==> src/video_jitter_buffer_macros.svh <==
// Assertion helpers used by the jitter buffer datapath RTL.
`ifndef VIDEO_JITTER_BUFFER_MACROS_SVH
`define VIDEO_JITTER_BUFFER_MACROS_SVH

`define JVB_ASSERT_NOW(lbl, clk, rst, ante, cons, msg) \
   lbl: assert property (@(posedge clk) disable iff (rst) (ante) |-> (cons)) \
      else $error(msg);

`define JVB_ASSERT_NEXT(lbl, clk, rst, ante, cons, msg) \
   lbl: assert property (@(posedge clk) disable iff (rst) (ante) |=> (cons)) \
      else $error(msg);

`endif

==> src/jvb_pkg.sv <==
package jvb_pkg;

   localparam int STORE_DEPTH = 64;
   localparam int IDX_W = $clog2(STORE_DEPTH);
   localparam int CNT_W = $clog2(STORE_DEPTH + 1);

   typedef logic [CNT_W-1:0] cnt_type;
   typedef logic [IDX_W-1:0] idx_type;
   typedef logic [6:0] frames_type;

   localparam cnt_type DEPTH_CNT = cnt_type'(STORE_DEPTH);
   localparam cnt_type EXPIRE_MIN_FRAMES = cnt_type'(3);
   localparam logic [13:0] DELAY_RESET = 14'd500;
   localparam logic [6:0] LOW_WATER_RESET = 7'd5;

   typedef struct packed {
      logic [31:0] ts;
      logic [15:0] seq;
      logic [15:0] handle;
   } entry_type;

   typedef enum logic [2:0] {
      FN_ENQ     = 3'd0,
      FN_DEQ     = 3'd1,
      FN_EXP     = 3'd2,
      FN_RESTART = 3'd3,
      FN_CLEAR   = 3'd4
   } func_type;

   typedef enum logic [3:0] {
      RS_NEW       = 4'd0,
      RS_JOINED    = 4'd1,
      RS_DUP       = 4'd2,
      RS_MUTED     = 4'd3,
      RS_MISMATCH  = 4'd4,
      RS_NOT_READY = 4'd5,
      RS_EMPTY     = 4'd6,
      RS_DELIVERED = 4'd7,
      RS_DONE      = 4'd8,
      RS_FULL      = 4'd9
   } rsp_status_type;

   typedef enum logic [1:0] {
      CSR_DELAY     = 2'd0,
      CSR_PT_FILTER = 2'd1,
      CSR_MUTE      = 2'd2,
      CSR_LOW_WATER = 2'd3
   } csr_index_type;

   typedef enum logic [1:0] {
      RD_IDX,
      RD_PTR,
      RD_PTR_M1
   } rd_sel_type;

   typedef enum logic [3:0] {
      S_IDLE,
      S_DECODE,
      S_SCAN_RD,
      S_SCAN_CHK,
      S_SCAN_END,
      S_UP_RD,
      S_UP_WR,
      S_INS,
      S_DLV_RD,
      S_DLV_OUT,
      S_DLV_WAIT,
      S_DN_RD,
      S_DN_WR,
      S_RESP
   } state_type;

   typedef struct packed {
      logic           load_item;
      logic           set_start;
      logic           clear_start;
      logic           clear_store;
      logic           scan_init;
      logic           scan_step;
      logic           scan_miss;
      logic           scan_stop;
      logic           up_init;
      logic           wr_up;
      logic           ins;
      logic           dlv_init;
      logic           dlv_next;
      logic           dn_init;
      logic           dn_step;
      logic           dn_finish;
      logic           resp_load;
      logic           resp_entry;
      rd_sel_type     rd_sel;
      rsp_status_type resp_code;
   } cmd_type;

   typedef struct packed {
      func_type func;
      logic     mute_drop;
      logic     type_drop;
      logic     not_ready;
      logic     held_zero;
      logic     expire_ok;
      logic     scan_at_end;
      logic     scan_cont;
      logic     dup;
      logic     full;
      logic     joins;
      logic     up_done;
      logic     dlv_last;
      logic     dn_done;
      logic     m_zero;
   } stat_type;

endpackage

==> src/jvb_ctrl.sv <==
module jvb_ctrl (
   input  logic              clock,
   input  logic              reset,
   input  logic              req_valid,
   output logic              req_ready,
   output logic              rsp_valid,
   input  logic              rsp_ready,
   input  jvb_pkg::stat_type stat,
   output jvb_pkg::cmd_type  cmd
);

   jvb_pkg::state_type state_ff, state_in;

   always_ff @(posedge clock) begin
      if (reset) begin
         state_ff <= jvb_pkg::S_IDLE;
      end else begin
         state_ff <= state_in;
      end
   end

   always_comb begin
      state_in = state_ff;
      case (state_ff)
         jvb_pkg::S_IDLE: begin
            if (req_valid) state_in = jvb_pkg::S_DECODE;
         end
         jvb_pkg::S_DECODE: begin
            state_in = jvb_pkg::S_RESP;
            case (stat.func)
               jvb_pkg::FN_ENQ: begin
                  if (!stat.mute_drop && !stat.type_drop) state_in = jvb_pkg::S_SCAN_RD;
               end
               jvb_pkg::FN_DEQ: begin
                  if (!stat.not_ready && !stat.held_zero) state_in = jvb_pkg::S_SCAN_RD;
               end
               jvb_pkg::FN_EXP: begin
                  if (stat.expire_ok && !stat.held_zero) state_in = jvb_pkg::S_SCAN_RD;
               end
               default: state_in = jvb_pkg::S_RESP;
            endcase
         end
         jvb_pkg::S_SCAN_RD: begin
            state_in = stat.scan_at_end ? jvb_pkg::S_SCAN_END : jvb_pkg::S_SCAN_CHK;
         end
         jvb_pkg::S_SCAN_CHK: begin
            state_in = stat.scan_cont ? jvb_pkg::S_SCAN_RD : jvb_pkg::S_SCAN_END;
         end
         jvb_pkg::S_SCAN_END: begin
            state_in = jvb_pkg::S_RESP;
            case (stat.func)
               jvb_pkg::FN_ENQ: begin
                  if (!stat.dup && !stat.full) state_in = jvb_pkg::S_UP_RD;
               end
               jvb_pkg::FN_DEQ: state_in = jvb_pkg::S_DLV_RD;
               jvb_pkg::FN_EXP: begin
                  if (!stat.m_zero) state_in = jvb_pkg::S_DN_RD;
               end
               default: state_in = jvb_pkg::S_RESP;
            endcase
         end
         jvb_pkg::S_UP_RD: begin
            state_in = stat.up_done ? jvb_pkg::S_INS : jvb_pkg::S_UP_WR;
         end
         jvb_pkg::S_UP_WR: state_in = jvb_pkg::S_UP_RD;
         jvb_pkg::S_INS: state_in = jvb_pkg::S_RESP;
         jvb_pkg::S_DLV_RD: state_in = jvb_pkg::S_DLV_OUT;
         jvb_pkg::S_DLV_OUT: state_in = jvb_pkg::S_DLV_WAIT;
         jvb_pkg::S_DLV_WAIT: begin
            if (rsp_ready) begin
               state_in = stat.dlv_last ? jvb_pkg::S_DN_RD : jvb_pkg::S_DLV_RD;
            end
         end
         jvb_pkg::S_DN_RD: begin
            if (stat.dn_done) begin
               state_in = (stat.func == jvb_pkg::FN_DEQ) ? jvb_pkg::S_IDLE : jvb_pkg::S_RESP;
            end else begin
               state_in = jvb_pkg::S_DN_WR;
            end
         end
         jvb_pkg::S_DN_WR: state_in = jvb_pkg::S_DN_RD;
         jvb_pkg::S_RESP: begin
            if (rsp_ready) state_in = jvb_pkg::S_IDLE;
         end
         default: state_in = jvb_pkg::S_IDLE;
      endcase
   end

   always_comb begin
      cmd = '0;
      cmd.rd_sel = jvb_pkg::RD_IDX;
      cmd.resp_code = jvb_pkg::RS_DONE;
      req_ready = 1'b0;
      rsp_valid = 1'b0;
      case (state_ff)
         jvb_pkg::S_IDLE: begin
            req_ready = 1'b1;
            cmd.load_item = req_valid;
         end
         jvb_pkg::S_DECODE: begin
            cmd.resp_load = 1'b1;
            case (stat.func)
               jvb_pkg::FN_ENQ: begin
                  if (stat.mute_drop) begin
                     cmd.resp_code = jvb_pkg::RS_MUTED;
                  end else if (stat.type_drop) begin
                     cmd.resp_code = jvb_pkg::RS_MISMATCH;
                  end else begin
                     cmd.resp_load = 1'b0;
                     cmd.set_start = 1'b1;
                     cmd.scan_init = 1'b1;
                  end
               end
               jvb_pkg::FN_DEQ: begin
                  if (stat.not_ready) begin
                     cmd.resp_code = jvb_pkg::RS_NOT_READY;
                  end else if (stat.held_zero) begin
                     cmd.resp_code = jvb_pkg::RS_EMPTY;
                  end else begin
                     cmd.resp_load = 1'b0;
                     cmd.scan_init = 1'b1;
                  end
               end
               jvb_pkg::FN_EXP: begin
                  if (stat.expire_ok && !stat.held_zero) begin
                     cmd.resp_load = 1'b0;
                     cmd.scan_init = 1'b1;
                  end
               end
               jvb_pkg::FN_RESTART: cmd.clear_start = 1'b1;
               jvb_pkg::FN_CLEAR: cmd.clear_store = 1'b1;
               default: cmd.resp_code = jvb_pkg::RS_DONE;
            endcase
         end
         jvb_pkg::S_SCAN_RD: begin
            cmd.rd_sel = jvb_pkg::RD_IDX;
            cmd.scan_miss = stat.scan_at_end;
         end
         jvb_pkg::S_SCAN_CHK: begin
            cmd.scan_step = stat.scan_cont;
            cmd.scan_stop = !stat.scan_cont;
         end
         jvb_pkg::S_SCAN_END: begin
            case (stat.func)
               jvb_pkg::FN_ENQ: begin
                  if (stat.dup) begin
                     cmd.resp_load = 1'b1;
                     cmd.resp_code = jvb_pkg::RS_DUP;
                  end else if (stat.full) begin
                     cmd.resp_load = 1'b1;
                     cmd.resp_code = jvb_pkg::RS_FULL;
                  end else begin
                     cmd.up_init = 1'b1;
                  end
               end
               jvb_pkg::FN_DEQ: cmd.dlv_init = 1'b1;
               jvb_pkg::FN_EXP: begin
                  if (stat.m_zero) begin
                     cmd.resp_load = 1'b1;
                  end else begin
                     cmd.dn_init = 1'b1;
                  end
               end
               default: cmd.resp_load = 1'b1;
            endcase
         end
         jvb_pkg::S_UP_RD: cmd.rd_sel = jvb_pkg::RD_PTR_M1;
         jvb_pkg::S_UP_WR: cmd.wr_up = 1'b1;
         jvb_pkg::S_INS: begin
            cmd.ins = 1'b1;
            cmd.resp_load = 1'b1;
            cmd.resp_code = stat.joins ? jvb_pkg::RS_JOINED : jvb_pkg::RS_NEW;
         end
         jvb_pkg::S_DLV_RD: cmd.rd_sel = jvb_pkg::RD_PTR;
         jvb_pkg::S_DLV_OUT: begin
            cmd.resp_load = 1'b1;
            cmd.resp_entry = 1'b1;
            cmd.resp_code = jvb_pkg::RS_DELIVERED;
         end
         jvb_pkg::S_DLV_WAIT: begin
            rsp_valid = 1'b1;
            if (rsp_ready) begin
               cmd.dn_init = stat.dlv_last;
               cmd.dlv_next = !stat.dlv_last;
            end
         end
         jvb_pkg::S_DN_RD: begin
            cmd.rd_sel = jvb_pkg::RD_PTR;
            if (stat.dn_done) begin
               cmd.dn_finish = 1'b1;
               cmd.resp_load = (stat.func != jvb_pkg::FN_DEQ);
            end
         end
         jvb_pkg::S_DN_WR: cmd.dn_step = 1'b1;
         jvb_pkg::S_RESP: rsp_valid = 1'b1;
         default: cmd.rd_sel = jvb_pkg::RD_IDX;
      endcase
   end

endmodule

==> config.mk <==
export PLATFORM = sky130hd
export DESIGN_NAME = jvb_ctrl
export DESIGN_NICKNAME = d
export VERILOG_FILES = /design/src/video_jitter_buffer_macros.svh /design/src/jvb_pkg.sv /design/src/jvb_ctrl.sv
export SDC_FILE = /design/constraint.sdc
export NUM_CORES = 1
export LEC_CHECK = 0
export BUFFER_PORTS_ARGS = -buffer_cell sky130_fd_sc_hd__buf_2
export CAP_MARGIN = 20
export CORE_MARGIN = 8
export CORE_UTILIZATION = 44
export DETAILED_ROUTE_END_ITERATION = 8
export GPL_ROUTABILITY_DRIVEN = 0
export PLACE_DENSITY = 0.86
export SLEW_MARGIN = 20
export SYNTH_ARGS = -nofsm -noshare
export SYNTH_HDL_FRONTEND = slang
export SYNTH_SLANG_ARGS = --single-unit
==> constraint.sdc <==
create_clock -name clock -period 2.7 [get_ports clock]
set_input_delay 0.54 -clock clock [delete_from_list [all_inputs] [get_ports clock]]
set_output_delay 0.54 -clock clock [all_outputs]
set_load 0.005 [all_outputs]
# == Word-level counts from Yosys, hierarchy flattened ==
# Index checks and enable logic that the tools add are counted.
# word_totals
wordCells,112
in_bits,21
output_inout_bits,26
regBits,4
# op_classes
n_eq_ne,21
reduce_logical,18
n_mux,72
# op_table
op,n
two-way mux 4 bit,16
one-hot mux 4 bit (14 select lines),1
two-way mux 1 bit,39
"== test 4 bit, second input constant",6
one-hot mux 4 bit (3 select lines),2
"== test 4 x 3 -> 1 bit, second input constant",4
one-hot mux 4 bit (4 select lines),1
two-way mux 3 bit,3
one-hot mux 1 bit (3 select lines),3
"== test 4 x 2 -> 1 bit, second input constant",2
zero test 1 bit,8
one-hot mux 4 bit (2 select lines),1
"== test 3 x 2 -> 1 bit, second input constant",2
two-way mux 2 bit,3
"!= test 2 bit, second input constant",3
OR reduction 2 bit,3
"== test 4 x 1 -> 1 bit, second input constant",1
logical AND 1 bit,4
zero test 4 bit,1
one-hot mux 1 bit (4 select lines),1
one-hot mux 2 bit (2 select lines),1
"== test 3 x 1 -> 1 bit, second input constant",1
"== test 3 bit, second input constant",1
zero test 3 bit,1
3 further kinds,3

# == Depth between registers and ports, before layout ==
# logic_depth
ltp_word,5
ltp_mapped,6
mapped_depth_nobuf,4

# == Least setup slack after synthesis ==
# No wires, ideal clock.
# synth_timing
path_type,input to output
from,input port stat[15] (netlist name)
to,output port cmd[7] (netlist name)
path_slack_ns,0.409
required_time_ns,2.160
path_stages,5
n_path_buf,1
arrival_ns,1.751
path_cell_list,clkbuf_1 or3b_2 a211o_1 a21oi_1 nand3_1
# synth_lines
item,line,text
"start, declared",jvb_ctrl.sv:8,"input jvb_pkg::stat_type stat,"
"end, declared",jvb_ctrl.sv:9,output jvb_pkg::cmd_type cmd

==> metrics.yaml <==
hold_path_end: "state_ff[2]$_SDFFE_PP0P_"
total_power_mw: 0.888
syn_area_sq_um: 850
synth-edff-count: 0
cts_resized: 0
worstSkewPairLatency_ps: 230
dp_hpwl_mm: 2.56
met3_usage_pct: 7.10
yosysUniqueCellTypes: 45
fin_tns_setup_ps: 0
rsz0062_at_grt: "no"
tightest_slew_ps: 624
antenna_found_initial: 0
internal-power_mw: 0.419
status: "complete, no violations"
die_width_um: 59.9
regMostFlops: "state_ff"
crit_arrival_ps: 1940
cts_inserted_buffers: 3
crit_path_start_kind: "flip-flop"
timing.hold.ws_ps: 489
crit_slowest_cell: "nor3_1"
pin_count: 47
reg_top3: "state_ff (4)"
holdPathStages: 2
rr_endpoint: "state_ff[0]$_SDFFE_PP0P_"
setup_violations: 0
initial_core_util_pct: 45.1
crit_type: "flip-flop to primary output"
yosysWarningCount: 0
cts_setup_buffers: 0
drc: 0
fp-row-count: 16
grtUsageMet1_pct: 18.8
root_buffer: "clkbuf_4"
slew_headroom_pct: 58.1
layout_common_cells: "buf_2 (46), nor2_1 (16), a21oi_1 (11)"
p_sw_share_pct: 52.8
r2r_slack_ps: 920
async_reset_ff_share_pct: 0
end_kind: "primary output"
grt_pass1_vias: 1248
path_cells: "buf_4 -> nand2b_1 -> nor3_1 -> o211ai_1 -> nand3_1 -> buf_2"
synth_ff_type: "dfxtp_1"
vdd_ir_drop_max_uv: 383
finalWorstSetupSlack_ps: 218
cts_tree: "done"
avgSynthCellArea_sq_um: 6.29
drtPass1Iterations: 7
area_growth_pct: 34.0
min_period_ps: 2480
grt_use_met2_pct: 31.4
core_area_sq_um: 1880
antenna_left: 0
initialDrtViolationCount: 66
ys_seq_elements: 4
yosysSeqAreaShare_pct: 9.43
grt_first_pass_wirelength_mm: 5.23
period_share_pct: 91.9
drive_above_1_share_pct: 34.4
largest_reg_flops: 4
final_nets: 203
gr-total-overflow: 0
seqPwrFrac_pct: 13.5
cts_sinks: 4
fin_skew_ps: 0.0801
gr-max-usage-layer: "met2"
cp_max_fo: 15
placed_cells: 204
final_common_cell: "buf_2"
syn_nets: 156
power_density_nw_per_um2: 780
clk_transition_reported_paths_ps: 40
switchingPower_mw: 0.468
pre_cts_slack_ps: 248
hold_viol: 0
portBuffers: 46
grt_max_degree: 18
wl_per_cell_um: 15.4
grt.total_usage_pct: 18.1
timing.rr.start: "state_ff[0]$_SDFFE_PP0P_"
fin_cells: 207
leakagePower_nw: 0.554
dieArea_sq_um: 3590
wl_mm: 3.19
clock_power_share_pct: 8.4
final_max_slew_viol_count: 0
max-cap-violations: 0
critical_path.max_stage_delay_ps: 510
rr_worst_depth: 5
min_from: "reset"
setup.worst_path.start: "state_ff[3]$_SDFFE_PP0P_"
clock.fmax_mhz: 403
cts_buffer_depth: 2
die_y_um: 59.9
hold_class: "primary input to flip-flop"
cts_htree_levels: 1
synth_cells: 135
required_ps: 2160
vias_per_cell: 5.98
via_count: 1238
combPwrFrac_pct: 78.2
n_antenna_cell: 0
cts_hold_buf: 0
==> worst max-delay path: cells and delay by family, from the launching register on <==
family          cells  cell delay [ps]
flops               1              360
compound gates      1              190
buf+inv             2              330
simple gates        3              840
==> worst max path at each step <==
| stage | endpoint | slack (ps) | depth (start not counted) |
|---|---|---|---|
| global placement | cmd[7] | 280 | 6 |
| finish | cmd[7] | 220 | 6 |
| floorplan | cmd[7] | 410 | 5 |
| detailed placement | cmd[7] | 250 | 6 |
| CTS | cmd[10] | 230 | 4 |
| global route | cmd[7] | 40 | 6 |
==> logic make-up (layout without fill, tap and decap cells) <==
| family | Yosys count | after routing | synth area share (%) |
|---|---|---|---|
| DFF | 4 | 4 | 9.43 |
| buffers and inverters | 20 | 65 | 10.3 |
| muxes | 2 | 2 | 2.36 |
| xor gates and xnor gates | 1 | 1 | 1.03 |
| AOI/OAI and AO/OA | 42 | 42 | 33.1 |
| and+or+nand+nor | 66 | 66 | 43.7 |
==> routing by layer <==
metal  up-vias  wire, um
met3         7       345
li1        593         -
met4         0        36
met2        80      1650
met5         -         0
met1       558      1160
==> power by group through the flow <==
| stage | logic [mW] | registers (mW) | clock network [mW] |
|---|---|---|---|
| floorplan | 0.485 | 0.0931 | 0 |
| global placement | 0.659 | 0.118 | 0 |
| detailed placement | 0.678 | 0.120 | 0 |
| CTS | 0.683 | 0.119 | 0.0752 |
| global route | 0.766 | 0.125 | 0.0859 |
| finish | 0.694 | 0.119 | 0.0743 |
==> final cells by class <==
type | count | area, sq um
tap | 27 | 33.8
inverter | 8 | 30.0
timing repair buffer | 54 | 290
fill | 186 | 743
clock buffer | 3 | 22.5
multi-input combinational | 111 | 682
sequential | 4 | 80.1
==> through the flow <==
step | cell area, sq um | utilization, %
2_1_floorplan | 850 | -
3_3_place_gp | 1120 | 59.3
3_5_place_dp | 1120 | 59.3
4_1_cts | 1140 | 60.5
5_1_grt | 1140 | 60.5
6_report | 1140 | 60.5
==> Yosys cell counts (2+ instances only) <==
cell,count,area [sq um]
buf_1,2,7.51
a21oi_1,11,55.1
nor4b_1,2,17.5
nor2_1,16,60.1
a32oi_1,2,17.5
nor4_1,3,18.8
nand2b_1,5,31.3
clkbuf_1,5,18.8
inv_1,8,30.0
o21ai_0,8,40.0
and2_1,2,12.5
nand2_1,10,37.5
nor2b_1,2,12.5
a31oi_1,4,25.0
nor3b_1,4,30.0
nor3_1,7,35.0
nand3b_1,2,15.0
mux2i_1,2,20.0
dfxtp_1,4,80.1
a211oi_1,3,22.5
o22ai_1,4,25.0
nand3_1,3,15.0
buf_2,4,20.0
Power figures use the tool's default switching activity.
